==> config.mk <==
export PLATFORM = sky130hd
export DESIGN_NAME = midi_note_track_encoder_core
export DESIGN_NICKNAME = d
export VERILOG_FILES = /design/src/hdl/mnte_pkg.sv /design/src/hdl/midi_note_track_encoder_core.sv /design/src/hdl/mnte_byte_out.sv
export VERILOG_INCLUDE_DIRS = /design/src /design/src/hdl
export SDC_FILE = /design/constraint.sdc
export NUM_CORES = 1
export LEC_CHECK = 0
export BUFFER_PORTS_ARGS = -buffer_cell sky130_fd_sc_hd__buf_2
export CORE_ASPECT_RATIO = 2
export CORE_MARGIN = 3
export CORE_UTILIZATION = 59
export DETAILED_ROUTE_END_ITERATION = 16
export MAX_ROUTING_LAYER = met4
export PLACE_DENSITY = 0.83
export SLEW_MARGIN = 0
export SYNTH_ARGS = -nofsm -noshare
export SYNTH_HDL_FRONTEND = slang
export SYNTH_SLANG_ARGS = --single-unit
==> constraint.sdc <==
create_clock -name clk -period 7.74 [get_ports clk]
set_clock_uncertainty 0.05 [all_clocks]
set_input_delay 0.387 -clock clk [delete_from_list [all_inputs] [get_ports clk]]
set_output_delay 0.387 -clock clk [all_outputs]
set_load 0.02 [all_outputs]
==> src/hdl/midi_note_track_encoder_core_defines.svh <==
// Assertion helpers shared by the encoder modules.
// They expect a clock named clk and an active-low reset named arst_n in scope.
`ifndef MIDI_NOTE_TRACK_ENCODER_CORE_DEFINES_SVH
`define MIDI_NOTE_TRACK_ENCODER_CORE_DEFINES_SVH

`define MNTE_ASSERT(label, prop, msg) \
	label: assert property (@(posedge clk) disable iff (!arst_n) prop) \
		else $error(msg);

`define MNTE_ASSERT_NEVER(label, cond, msg) \
	`MNTE_ASSERT(label, !(cond), msg)

`endif

==> src/hdl/mnte_pkg.sv <==
package mnte_pkg;

	localparam int TICK_BITS_DEF = 28;
	localparam int VLQ_BITS      = 28;
	localparam int DUR_BITS      = 17;
	localparam int TPQ_BITS      = 15;
	localparam int MAX_BYTES     = 13;
	localparam int MIN_BURST     = 4;
	localparam int CNT_BITS      = 4;
	localparam int VEC_BITS      = MAX_BYTES * 8;

	localparam logic [TPQ_BITS-1:0] TPQ_RESET = 15'd480;

	localparam logic [7:0] VELOCITY   = 8'h64;
	localparam logic [7:0] META_EVENT = 8'hFF;
	localparam logic [7:0] META_EOT   = 8'h2F;
	localparam logic [3:0] NOTE_ON    = 4'h9;
	localparam logic [3:0] NOTE_OFF   = 4'h8;

	localparam logic [3:0] MAJOR_STEPS [7] = '{4'd0, 4'd2, 4'd4, 4'd5, 4'd7, 4'd9, 4'd11};
	localparam logic [3:0] MINOR_STEPS [7] = '{4'd0, 4'd2, 4'd3, 4'd5, 4'd7, 4'd8, 4'd10};

	typedef enum logic [1:0] {
		CFG_KEY_ROOT  = 2'd0,
		CFG_KEY_MINOR = 2'd1,
		CFG_TPQ       = 2'd2,
		CFG_VOICE     = 2'd3
	} cfg_reg_t;

	typedef enum logic [3:0] {
		DUR_WHOLE          = 4'd0,
		DUR_DOTTED_HALF    = 4'd1,
		DUR_HALF           = 4'd2,
		DUR_DOTTED_QUARTER = 4'd3,
		DUR_QUARTER        = 4'd4,
		DUR_DOTTED_EIGHTH  = 4'd5,
		DUR_EIGHTH         = 4'd6,
		DUR_SIXTEENTH      = 4'd7
	} dur_code_t;

	typedef struct packed {
		logic [VEC_BITS-1:0] bytes;
		logic [CNT_BITS-1:0] count;
	} burst_t;

	typedef struct packed {
		logic [31:0] bytes;
		logic [2:0]  count;
	} vlq_t;

	// Bytes come out in emission order, first byte in the low bits.
	function automatic vlq_t vlq_encode(input logic [VLQ_BITS-1:0] v);
		logic [6:0] grp [4];
		logic [2:0] k;
		vlq_t r;
		for (int g = 0; g < 4; g++) begin
			grp[g] = v[7*g +: 7];
		end
		if (grp[3] != 7'd0) begin
			r.count = 3'd4;
		end else if (grp[2] != 7'd0) begin
			r.count = 3'd3;
		end else if (grp[1] != 7'd0) begin
			r.count = 3'd2;
		end else begin
			r.count = 3'd1;
		end
		r.bytes = '0;
		k = '0;
		for (int j = 0; j < 4; j++) begin
			if (3'(j) < r.count) begin
				k = r.count - 3'(j) - 3'd1;
				r.bytes[8*j +: 8] = {(3'(j) != r.count - 3'd1), grp[k[1:0]]};
			end
		end
		return r;
	endfunction

	function automatic logic [6:0] note_number(input logic [3:0] root, input logic minor,
		input logic [1:0] voice, input logic [4:0] degree);
		logic [4:0] idx;
		logic [2:0] oct;
		logic [4:0] rem;
		logic [3:0] root_e;
		logic [3:0] step;
		logic [6:0] base;
		root_e = (root < 4'd12) ? root : 4'd0;
		idx = (degree == 5'd0) ? 5'd0 : degree - 5'd1;
		if (idx >= 5'd28) begin
			oct = 3'd4;
		end else if (idx >= 5'd21) begin
			oct = 3'd3;
		end else if (idx >= 5'd14) begin
			oct = 3'd2;
		end else if (idx >= 5'd7) begin
			oct = 3'd1;
		end else begin
			oct = 3'd0;
		end
		rem = idx - 5'(7 * oct);
		step = minor ? MINOR_STEPS[rem[2:0]] : MAJOR_STEPS[rem[2:0]];
		base = 7'(12 * (3'd4 - {1'b0, voice}));
		return 7'({3'b000, root_e} + base + {3'b000, step} + 7'(12 * oct));
	endfunction

	function automatic logic [DUR_BITS-1:0] duration_ticks(input logic [3:0] code,
		input logic [TPQ_BITS-1:0] t);
		logic [DUR_BITS-1:0] t3;
		logic [DUR_BITS-1:0] r;
		t3 = {2'b00, t} + {1'b0, t, 1'b0};
		case (code)
			DUR_WHOLE:          r = {t, 2'b00};
			DUR_DOTTED_HALF:    r = t3;
			DUR_HALF:           r = {1'b0, t, 1'b0};
			DUR_DOTTED_QUARTER: r = {1'b0, t3[DUR_BITS-1:1]};
			DUR_QUARTER:        r = {2'b00, t};
			DUR_DOTTED_EIGHTH:  r = {2'b00, t3[DUR_BITS-1:2]};
			DUR_EIGHTH:         r = {3'b000, t[TPQ_BITS-1:1]};
			DUR_SIXTEENTH:      r = {4'b0000, t[TPQ_BITS-1:2]};
			default:            r = {2'b00, t};
		endcase
		return r;
	endfunction

endpackage

==> src/hdl/midi_note_track_encoder_core.sv <==
// Encodes the note events of one track into standard MIDI file track bytes.
// Configuration: write key root, key mode, ticks per quarter and voice through
// cfg_we, cfg_index and cfg_data while the block is idle; writes take effect at once.
// Input channel: one beat per note event, rest or end-of-track item, taken on
// in_valid and in_ready. Output channel: one track byte per beat on out_valid and
// out_ready, with last marking the final byte of an item.
// A note event gives 8 to 13 bytes: delta time VLQ, note-on, duration VLQ and
// note-off. An end item gives four bytes and clears the running tick. A rest gives none.
// The first byte of an item passes the input register, the tick multiply register
// and the output buffer before it is offered.
// Throughput: one byte per cycle while out_ready holds, set by the single-byte
// output port; rests pass at one per cycle unless held behind a stalled item.
// The input side keeps accepting items while a finished burst drains, up to two
// items held in the pipeline registers.
// A stalled receiver holds the current byte and the pipeline fills, after which
// in_ready falls. Reset empties the pipeline, clears the running tick and loads
// the register defaults: key of C major, 480 ticks per quarter, voice 0.
`include "midi_note_track_encoder_core_defines.svh"

module midi_note_track_encoder_core #(
	parameter int TICK_BITS = mnte_pkg::TICK_BITS_DEF
) (
	input  logic        clk,
	input  logic        arst_n,
	input  logic        cfg_we,
	input  logic [1:0]  cfg_index,
	input  logic [14:0] cfg_data,
	input  logic        in_valid,
	output logic        in_ready,
	input  logic        op,
	input  logic [15:0] start_beat,
	input  logic [4:0]  scale_degree,
	input  logic [3:0]  duration_code,
	input  logic        is_rest,
	output logic        out_valid,
	input  logic        out_ready,
	output logic [7:0]  out_byte,
	output logic        last
);

	localparam int DB = mnte_pkg::DUR_BITS;
	localparam int VB = mnte_pkg::VEC_BITS;
	localparam logic [31:0] TICK_TOP = 32'((64'd1 << TICK_BITS) - 64'd1);

	logic [3:0]                    key_root_q;
	logic                          key_minor_q;
	logic [mnte_pkg::TPQ_BITS-1:0] tpq_q;
	logic [1:0]                    voice_q;
	logic [TICK_BITS-1:0]          rt_q;

	logic        valid_s1;
	logic        op_s1;
	logic [15:0] start_s1;
	logic [4:0]  deg_s1;
	logic [3:0]  code_s1;
	logic        rest_s1;

	logic                 valid_s2;
	logic                 op_s2;
	logic                 rest_s2;
	logic [TICK_BITS-1:0] ev_s2;
	logic [TICK_BITS-1:0] dur_s2;
	logic [6:0]           note_s2;

	logic ready_s1;
	logic ready_s2;
	logic s2_go;
	logic load_valid;
	logic load_ready;

	logic [30:0]          prod;
	logic [22:0]          ev_full;
	logic [TICK_BITS-1:0] ev_sat;
	logic [DB-1:0]        dur_full;
	logic [TICK_BITS-1:0] dur_sat;

	logic [TICK_BITS-1:0] delta;
	logic [TICK_BITS:0]   end_sum;
	logic [TICK_BITS-1:0] end_tick;
	mnte_pkg::vlq_t       dvlq;
	mnte_pkg::vlq_t       uvlq;
	logic [VB-1:0]        vec;
	logic [7:0]           on_stat;
	logic [7:0]           off_stat;
	mnte_pkg::burst_t     burst;

	always_ff @(posedge clk or negedge arst_n) begin
		if (!arst_n) begin
			key_root_q  <= '0;
			key_minor_q <= 1'b0;
			tpq_q       <= mnte_pkg::TPQ_RESET;
			voice_q     <= '0;
		end else if (cfg_we) begin
			case (cfg_index)
				mnte_pkg::CFG_KEY_ROOT:  key_root_q  <= cfg_data[3:0];
				mnte_pkg::CFG_KEY_MINOR: key_minor_q <= cfg_data[0];
				mnte_pkg::CFG_TPQ:       tpq_q       <= cfg_data;
				mnte_pkg::CFG_VOICE:     voice_q     <= cfg_data[1:0];
				default: ;
			endcase
		end
	end

	assign load_valid = valid_s2 && (op_s2 || !rest_s2);
	assign s2_go      = valid_s2 && (load_ready || (!op_s2 && rest_s2));
	assign ready_s2   = !valid_s2 || s2_go;
	assign ready_s1   = !valid_s1 || ready_s2;
	assign in_ready   = ready_s1;

	always_ff @(posedge clk or negedge arst_n) begin
		if (!arst_n) begin
			valid_s1 <= 1'b0;
			valid_s2 <= 1'b0;
		end else begin
			if (ready_s1) begin
				valid_s1 <= in_valid;
			end
			if (ready_s2) begin
				valid_s2 <= valid_s1;
			end
		end
	end

	always_ff @(posedge clk) begin
		if (in_valid && ready_s1) begin
			op_s1    <= op;
			start_s1 <= start_beat;
			deg_s1   <= scale_degree;
			code_s1  <= duration_code;
			rest_s1  <= is_rest;
		end
	end

	// Event tick is the 8.8 start beat times the resolution, fraction dropped.
	always_comb begin
		prod     = 31'(start_s1) * 31'(tpq_q);
		ev_full  = prod[30:8];
		ev_sat   = (32'(ev_full) > TICK_TOP) ? TICK_TOP[TICK_BITS-1:0] : TICK_BITS'(ev_full);
		dur_full = mnte_pkg::duration_ticks(code_s1, tpq_q);
		dur_sat  = (32'(dur_full) > TICK_TOP) ? TICK_TOP[TICK_BITS-1:0] : TICK_BITS'(dur_full);
	end

	always_ff @(posedge clk) begin
		if (valid_s1 && ready_s2) begin
			op_s2   <= op_s1;
			rest_s2 <= rest_s1;
			ev_s2   <= ev_sat;
			dur_s2  <= dur_sat;
			note_s2 <= mnte_pkg::note_number(key_root_q, key_minor_q, voice_q, deg_s1);
		end
	end

	// An event that starts before the running tick gets a single byte holding
	// the low seven bits of the wrapped difference.
	always_comb begin
		delta    = ev_s2 - rt_q;
		end_sum  = {1'b0, ev_s2} + {1'b0, dur_s2};
		end_tick = end_sum[TICK_BITS] ? TICK_TOP[TICK_BITS-1:0] : end_sum[TICK_BITS-1:0];
		if (ev_s2 >= rt_q) begin
			dvlq = mnte_pkg::vlq_encode(mnte_pkg::VLQ_BITS'(delta));
		end else begin
			dvlq.bytes = {24'd0, 1'b0, delta[6:0]};
			dvlq.count = 3'd1;
		end
		uvlq     = mnte_pkg::vlq_encode(mnte_pkg::VLQ_BITS'(dur_s2));
		on_stat  = {mnte_pkg::NOTE_ON, 2'b00, voice_q};
		off_stat = {mnte_pkg::NOTE_OFF, 2'b00, voice_q};
		vec = VB'({8'h00, 1'b0, note_s2, off_stat});
		vec = (vec << {uvlq.count, 3'b000}) | VB'(uvlq.bytes);
		vec = (vec << 24) | VB'({mnte_pkg::VELOCITY, 1'b0, note_s2, on_stat});
		vec = (vec << {dvlq.count, 3'b000}) | VB'(dvlq.bytes);
		if (op_s2) begin
			burst.bytes = VB'({8'h00, mnte_pkg::META_EOT, mnte_pkg::META_EVENT, 8'h00});
			burst.count = mnte_pkg::CNT_BITS'(mnte_pkg::MIN_BURST);
		end else begin
			burst.bytes = vec;
			burst.count = mnte_pkg::CNT_BITS'(dvlq.count) + mnte_pkg::CNT_BITS'(uvlq.count)
				+ mnte_pkg::CNT_BITS'(6);
		end
	end

	always_ff @(posedge clk or negedge arst_n) begin
		if (!arst_n) begin
			rt_q <= '0;
		end else if (s2_go) begin
			if (op_s2) begin
				rt_q <= '0;
			end else if (!rest_s2) begin
				rt_q <= end_tick;
			end
		end
	end

	mnte_byte_out u_byte_out (
		.clk        (clk),
		.arst_n     (arst_n),
		.load_valid (load_valid),
		.load_ready (load_ready),
		.burst      (burst),
		.out_valid  (out_valid),
		.out_ready  (out_ready),
		.out_byte   (out_byte),
		.last       (last)
	);

	`MNTE_ASSERT(a_rest_keeps_tick, (s2_go && !op_s2 && rest_s2) |=> $stable(rt_q), "rest moved the running tick")
	`MNTE_ASSERT(a_end_clears_tick, (s2_go && op_s2) |=> (rt_q == '0), "end item left the running tick set")
	`MNTE_ASSERT(a_s1_holds, (valid_s1 && !ready_s2) |=> (valid_s1 && $stable(start_s1)), "stalled input stage lost its item")

endmodule

==> src/hdl/mnte_byte_out.sv <==
`include "midi_note_track_encoder_core_defines.svh"

module mnte_byte_out (
	input  logic                clk,
	input  logic                arst_n,
	input  logic                load_valid,
	output logic                load_ready,
	input  mnte_pkg::burst_t    burst,
	output logic                out_valid,
	input  logic                out_ready,
	output logic [7:0]          out_byte,
	output logic                last
);

	localparam int CNTW = mnte_pkg::CNT_BITS;
	localparam logic [CNTW-1:0] MAX_CNT = CNTW'(mnte_pkg::MAX_BYTES);
	localparam logic [CNTW-1:0] MIN_CNT = CNTW'(mnte_pkg::MIN_BURST);

	logic [mnte_pkg::VEC_BITS-1:0] shreg_q;
	logic [CNTW-1:0]               cnt_q;

	assign out_valid  = (cnt_q != '0);
	assign out_byte   = shreg_q[7:0];
	assign last       = (cnt_q == CNTW'(1));
	assign load_ready = (cnt_q == '0) || (last && out_ready);

	always_ff @(posedge clk or negedge arst_n) begin
		if (!arst_n) begin
			cnt_q <= '0;
		end else if (load_valid && load_ready) begin
			cnt_q <= burst.count;
		end else if (out_valid && out_ready) begin
			cnt_q <= cnt_q - CNTW'(1);
		end
	end

	always_ff @(posedge clk) begin
		if (load_valid && load_ready) begin
			shreg_q <= burst.bytes;
		end else if (out_valid && out_ready) begin
			shreg_q <= shreg_q >> 8;
		end
	end

	`MNTE_ASSERT_NEVER(a_count_range, cnt_q > MAX_CNT, "byte count beyond buffer size")
	`MNTE_ASSERT(a_burst_continues, (out_valid && out_ready && !last) |=> out_valid, "burst cut short")
	`MNTE_ASSERT(a_load_size, (load_valid && load_ready) |-> (burst.count >= MIN_CNT), "burst too short")

endmodule
==> results of run 1 <==
==> cell type report <==
cell class / count / area share, %
Clock buffer: 33 / 2.89
Clock inverter: 11 / 0.369
Inverter: 251 / 3.92
Multi-Input combinational cell: 1712 / 58.6
Sequential cell: 232 / 27.9
Tap cell: 459 / 2.39
Timing Repair Buffer: 137 / 3.93
==> cells in the final DEF, fill, tap and decap left out, types with 9 or more instances in the layout <==
master | synthesis | layout
or3_1 | 12 | 12
fa_1 | 189 | 189
a221o_1 | 13 | 13
xnor2_1 | 50 | 50
buf_2 | 11 | 59
mux2_2 | 25 | 25
edfxtp_1 | 180 | 180
o21bai_1 | 11 | 11
nor2b_1 | 9 | 9
a222oi_1 | 12 | 12
and2_1 | 110 | 109
o221ai_1 | 9 | 9
nand2_1 | 272 | 272
nand2b_1 | 15 | 14
nor3_1 | 29 | 29
buf_4 | 9 | 52
a21o_1 | 37 | 37
a22oi_1 | 33 | 33
o22ai_1 | 22 | 22
a22o_1 | 19 | 19
xor2_1 | 29 | 29
and3_1 | 18 | 18
dfrtp_1 | 48 | 47
nor2_1 | 137 | 137
o31ai_1 | 15 | 15
o211ai_1 | 12 | 12
clkbuf_16 | 0 | 26
nand3_1 | 25 | 25
o21a_1 | 14 | 14
mux2i_1 | 19 | 19
a221oi_1 | 29 | 29
a21oi_1 | 139 | 138
inv_1 | 248 | 247
ha_1 | 174 | 174
o21ai_0 | 101 | 101
dlygate4sd3_1 | 0 | 26
==> kinds of logic after synthesis <==
group                      count (synthesis)  synth area share (%)
muxes                                     45                  2.18
and+or+nand+nor                          661                  14.0
buffers and inverters                    380                  6.66
other                                      1                0.0169
DFF                                      232                  30.2
xor gates and xnor gates                  79                  3.11
adders and majority gates                364                  26.8
AOI/OAI and AO/OA                        555                  17.1
==> layer usage <==
| layer | vias to the layer above | part of all wire [%] |
|---|---|---|
| li1 | 8162 | - |
| met1 | 9072 | 31 |
| met2 | 951 | 53 |
| met3 | 407 | 5.5 |
| met4 | 0 | 10 |
| met5 | - | 0 |
==> worst paths after layout <==
path                                      startpoint              endpoint  slack, ns  depth (start not counted)
worst max-delay path            tpq_q[6]$_DFFE_PN1P_   ev_s2[22]$_DFFE_PP_       0.33                         20
worst min-delay path                        in_valid  valid_s1$_DFFE_PN0N_       0.02                          2
worst max register to register  tpq_q[6]$_DFFE_PN1P_   ev_s2[22]$_DFFE_PP_       0.33                         20
worst min register to register       op_s1$_DFFE_PP_       op_s2$_DFFE_PP_       0.40                          0
max in group asynchronous                     arst_n  tpq_q[3]$_DFFE_PN0P_       6.54                          3
min in group asynchronous                     arst_n  rt_q[20]$_DFFE_PN0P_       0.46                          3
==> metrics by stage <==
stage	area [um2]	setup slack, ns	utilization [%]
global placement	23000	0.369	62.0
CTS	24100	0.188	64.8
global route	24100	0.0445	64.8
floorplan	22300	0.412	-
finish	24100	0.325	64.8
detailed placement	23000	0.190	62.0
==> flip-flops by register name, indices dropped and copies added, names as in the netlist <==
name,flops
key_minor_q,1
deg_s1,5
rest_s1,1
u_byte_out.cnt_q,4
valid_s2,1
u_byte_out.shreg_q,104
voice_q,2
rt_q,24
key_root_q,4
dur_s2,17
code_s1,4
valid_s1,1
ev_s2,23
note_s2,7
op_s2,1
tpq_q,15
start_s1,16
op_s1,1
rest_s2,1
==> timing repair <==
| action | CTS | global route |
|---|---|---|
| setup endpoints to repair | 0 | 2 |
| hold buffers | 26 | 0 |
| endpoints found under the hold margin | 68 | 0 |
| resized for setup | 0 | 2 |
==> worst max-delay path: stages, from the launching register on <==
cell and delay, ns:
dfstp_2 0.87, nand2_1 0.16, fa_1 0.61, fa_1 0.46
fa_1 0.55, inv_1 0.06, fa_1 0.48, inv_1 0.05
fa_1 0.45, fa_1 0.50, inv_1 0.05, ha_1 0.33
a21o_1 0.18, a221o_1 0.39, o41a_1 0.49, a221o_1 0.42
o311ai_2 0.36, a31oi_1 0.18, a21o_1 0.24, a21oi_1 0.19
xnor2_1 0.09
==> flow_summary_export.csv, run 1 <==
group,metric,value,unit
status,status,"complete, no violations",
finish,drive_gt1_share,9.05,%
die,initial_utilization,59.9,%
yosys,netlist_top_cells_area,"edfxtp_1 24%, fa_1 17%, ha_1 9.8%",
worst_setup_path,cp-start-kind,"flop",
worst_setup_path,path_class,"reg2reg",
detailed_routing,via_count,18600,
place,dp_hpwl,52100,um
grt,antenna_found_initial,0,
sta,tightestPinTransition,1.22,ns
die,boundaryPins,60,
grt,track_usage,34.7,%
grt,grt_use_met1,32.6,%
sta,tns,0,ns
grt,grt_pass1_vias,19900,
finish,fill_cells,2912,
sta,min_period_over_period,95.8,%
die,core,37200,um2
place,io_buffers,59,
clocking,clockBufferDepth,3,
grt,grt_overflow_total,0,
sta,final_max_slew_viol_count,0,
detailed_routing,drt_iter0_drc,1596,
finish,ff_latch_area,6710,um2
finish,antenna_cells_inserted,0,
yosys,ys_ff_latch,232,
worst_setup_path,cp-end-kind,"flop",
detailed_routing,first_pass_iters,7,
detailed_routing,drc_errors,0,
clocking,path_clk_slew,0.07,ns
finish,area_growth,8.26,%
worst_setup_path,crit_required,7.98,ns
clocking,h-tree-depth,1,
detailed_routing,avgRoutedWirePerCell,23.8,um
place,place_inst,2765,
yosys,syn_inst,2317,
sta,final-hold-violation-count,0,
yosys,async_flop_share,22.4,%
grt,use_met3,3.91,%
clocking,cts_sinks,232,
yosys,syn_avg_cell_area,9.60,um2
die,dieHeight,281,um
yosys,yosysWarnings,0,
sta,setup_viol,0,
finish,multi_input_area,14100,um2
grt,grt_max_degree,96,
detailed_routing,ant_nets,0,
clocking,worstSkewPairLatency,0.55,ns
yosys,synthFlopType,"edfxtp_1",
yosys,synth_cell_type_count,89,
yosys,synth_seq_area_share,30.2,%
yosys,synth_edf_count,180,
yosys,syn_area,22200,um2
grt,grt_busiest_layer,"met2",
yosys,synth_top_area_cell,"edfxtp_1",
die,fp.dieW,143,um
sta,max_freq,135,MHz
detailed_routing,finalWirelength,67400,um
grt,grt_pass1_wl,105000,um
flow_run,drv_cap,0,
clocking,cts_tree,"yes",
sta,relSlewSlack,18.4,%
yosys,yosysMostFrequentCell,"nand2_1",
finish,fin_nets,2770,
worst_setup_path,arrival,7.65,ns
clocking,cts_root_buf,"clkbuf_16",
place,place.gp.congestion,1.01,
detailed_routing,viasPerCell,6.56,
finish,final_cells,2835,
die,rows,100,
die,design.die.area,40200,um2
sta,period_minus_slack,7.41,ns
clocking,cts_setup_buffers,0,
sta,rsz0062_at_grt,"no",
clocking,numCtsBuffers,24,
yosys,synth_top_area_share,24.3,%
grt,gr-usage-met2,62.3,%
worst_hold_path,hold_path_class,"in2reg",
sta,fin_hold_ws,0.0229,ns
worst_setup_path,cp_max_fo,24,
yosys,ys_top_cells_by_count,"272 x nand2_1, 248 x inv_1, 189 x fa_1, 180 x edfxtp_1, 174 x ha_1",
Power of run 1 is left out: the tool's default activity adds up to more than one toggle a clock period on the data nets, which glitch-free logic cannot reach.
==> run 2: changes to the inputs <==
--- a/config.mk
+++ b/config.mk
@@ -9,10 +9,10 @@
 export BUFFER_PORTS_ARGS = -buffer_cell sky130_fd_sc_hd__buf_2
 export CORE_ASPECT_RATIO = 2
 export CORE_MARGIN = 3
-export CORE_UTILIZATION = 59
+export CORE_UTILIZATION = 30
 export DETAILED_ROUTE_END_ITERATION = 16
 export MAX_ROUTING_LAYER = met4
-export PLACE_DENSITY = 0.83
+export PLACE_DENSITY = 0.5
 export SLEW_MARGIN = 0
 export SYNTH_ARGS = -nofsm -noshare
 export SYNTH_HDL_FRONTEND = slang
==> run 2 against run 1 <==
Compared with the run above:
- critical path depth increased by 3
- register-to-register slack better by 0.14 ns
- critical path type unchanged
- cell count increased by 17%
- final area is 3.9% higher
- flip-flop and latch count unchanged
==> flow_summary_export.csv, run 2 (synthesis gave the netlist of run 1 again) <==
group,metric,value,unit
status,status,"complete, no violations",
clocking,cts_setup_buffers,0,
clocking,clockBufferDepth,3,
sta,min_period_over_period,94.0,%
clocking,numCtsBuffers,27,
sta,rsz0062_at_grt,"no",
sta,period_minus_slack,7.27,ns
finish,top_regs,"u_byte_out.shreg_q (104), rt_q (24), ev_s2 (23)",
clocking,path_clk_slew,0.07,ns
grt,grt_overflow_total,0,
worst_setup_path,crit_path_cell_trace,"nand2_1, fa_1, inv_1, fa_1, fa_1, inv_1, fa_1, fa_1, inv_1, fa_1, ha_1, a211oi_1, nand2_1, a31o_2, a221o_1, o41a_1, a221o_1, o311ai_1, buf_4, a31oi_1, a21o_1, a21oi_1, xnor2_1",
clocking,cts_sinks,232,
sta,final_max_slew_viol_count,0,
detailed_routing,finalWirelength,71900,um
sta,tightestPinTransition,1.03,ns
detailed_routing,first_pass_iters,6,
detailed_routing,avgRoutedWirePerCell,21.6,um
finish,mostFrequentLayoutCell,"nand2_1",
finish,fin_nets,2797,
worst_setup_path,cp-end-kind,"flop",
sta,tns,0,ns
worst_setup_path,rr_startpoint,"tpq_q[4]$_DFFE_PN0P_",
detailed_routing,viasPerCell,5.35,
finish,largest_register,"u_byte_out.shreg_q",
finish,area_growth,12.4,%
finish,antenna_cells_inserted,0,
worst_setup_path,cp-start-kind,"flop",
worst_setup_path,reg2regPathDepth,23,
die,boundaryPins,60,
die,core,73200,um2
sta,final-hold-violation-count,0,
clocking,h-tree-depth,1,
grt,track_usage,19.0,%
sta,relSlewSlack,31.1,%
finish,largest_register_ffs,104,
worst_setup_path,rrSetupSlack,0.47,ns
worst_setup_path,crit_path_top_delay_cell,"dfrtp_1",
worst_hold_path,hold_path_startpoint,"cfg_data[2]",
place,dp_hpwl,56500,um
sta,max_freq,138,MHz
detailed_routing,drc_errors,0,
detailed_routing,ant_nets,0,
grt,grt_pass1_vias,19100,
clocking,cts_root_buf,"clkbuf_16",
die,dieHeight,391,um
grt,antenna_found_initial,0,
worst_setup_path,timing.rr.end,"ev_s2[22]$_DFFE_PP_",
detailed_routing,via_count,17800,
sta,fin_hold_ws,0.0735,ns
place,io_buffers,59,
die,initial_utilization,30.4,%
clocking,worstSkewPairLatency,0.58,ns
place,place.gp.congestion,0.923,
grt,grt_max_degree,58,
place,place_ws,0.444,ns
worst_setup_path,cp_common_cell,"fa_1",
clocking,cts_resized,0,
finish,drive_gt1_share,9.60,%
grt,grt_pass1_wl,111000,um
detailed_routing,drt_iter0_drc,1193,
clocking,cts_tree,"yes",
worst_hold_path,hold_depth,2,
die,rows,140,
worst_setup_path,crit_family,"adder cells",
worst_setup_path,critPathBufInv,4,
clocking,ctsHoldBuffers,39,
sta,setup_ws,0.467,ns
sta,setup_viol,0,
finish,layout_common_cells,"272 x nand2_1, 247 x inv_1, 189 x fa_1, 180 x edfxtp_1, 174 x ha_1",
worst_setup_path,arrival,7.54,ns
worst_hold_path,whs_endpoint,"tpq_q[2]$_DFFE_PN0P_",
die,design.die.area,77600,um2
worst_setup_path,cp_max_fo,12,
worst_setup_path,critical-path-max-stage-delay,0.65,ns
die,fp.dieW,199,um
worst_setup_path,path_class,"reg2reg",
worst_hold_path,hold_path_class,"in2reg",
worst_setup_path,crit_required,8.01,ns
flow_run,drv_cap,0,
-- run 2: how the worst max path moves through the flow --
stage                                    start                  end  slack, ns  cells after the start
after floorplan           tpq_q[5]$_DFFE_PN1P_  ev_s2[22]$_DFFE_PP_       0.41                     24
after global placement    tpq_q[4]$_DFFE_PN0P_  ev_s2[22]$_DFFE_PP_       0.43                     23
after detailed placement  tpq_q[4]$_DFFE_PN0P_  ev_s2[22]$_DFFE_PP_       0.44                     23
after CTS                 tpq_q[4]$_DFFE_PN0P_  ev_s2[22]$_DFFE_PP_       0.41                     23
after global routing      tpq_q[4]$_DFFE_PN0P_  ev_s2[22]$_DFFE_PP_       0.17                     23
final                     tpq_q[4]$_DFFE_PN0P_  ev_s2[22]$_DFFE_PP_       0.47                     23
-- run 2: layout make-up --
type	instances	area, um2
fillers	7538	48200
multi-input cells	1712	14100
flip-flops and latches	232	6710
repair buffers	161	1160
well taps	923	1150
inverters	251	945
clock buffers	30	697
clock inverters	20	233
-- run 2: stage by stage --
step           util [%]  area [um2]  std cells
6_report           34.2       25000       3329
5_1_grt            34.2       25000       3329
4_1_cts            34.2       25000       3329
3_5_place_dp       32.4       23700       3240
3_3_place_gp       32.4       23700       3240
2_1_floorplan         -       22300       2324
-- run 2: routing by layer --
metal | share of wire (%) | up-vias | GRT usage, %
met5 | 0 | - | -
met4 | 7.0 | 0 | 10.9
met3 | 3.2 | 220 | 1.58
met2 | 56 | 490 | 36.1
met1 | 34 | 8910 | 18.5
li1 | - | 8200 | -
Power of run 2 is left out for the same reason.
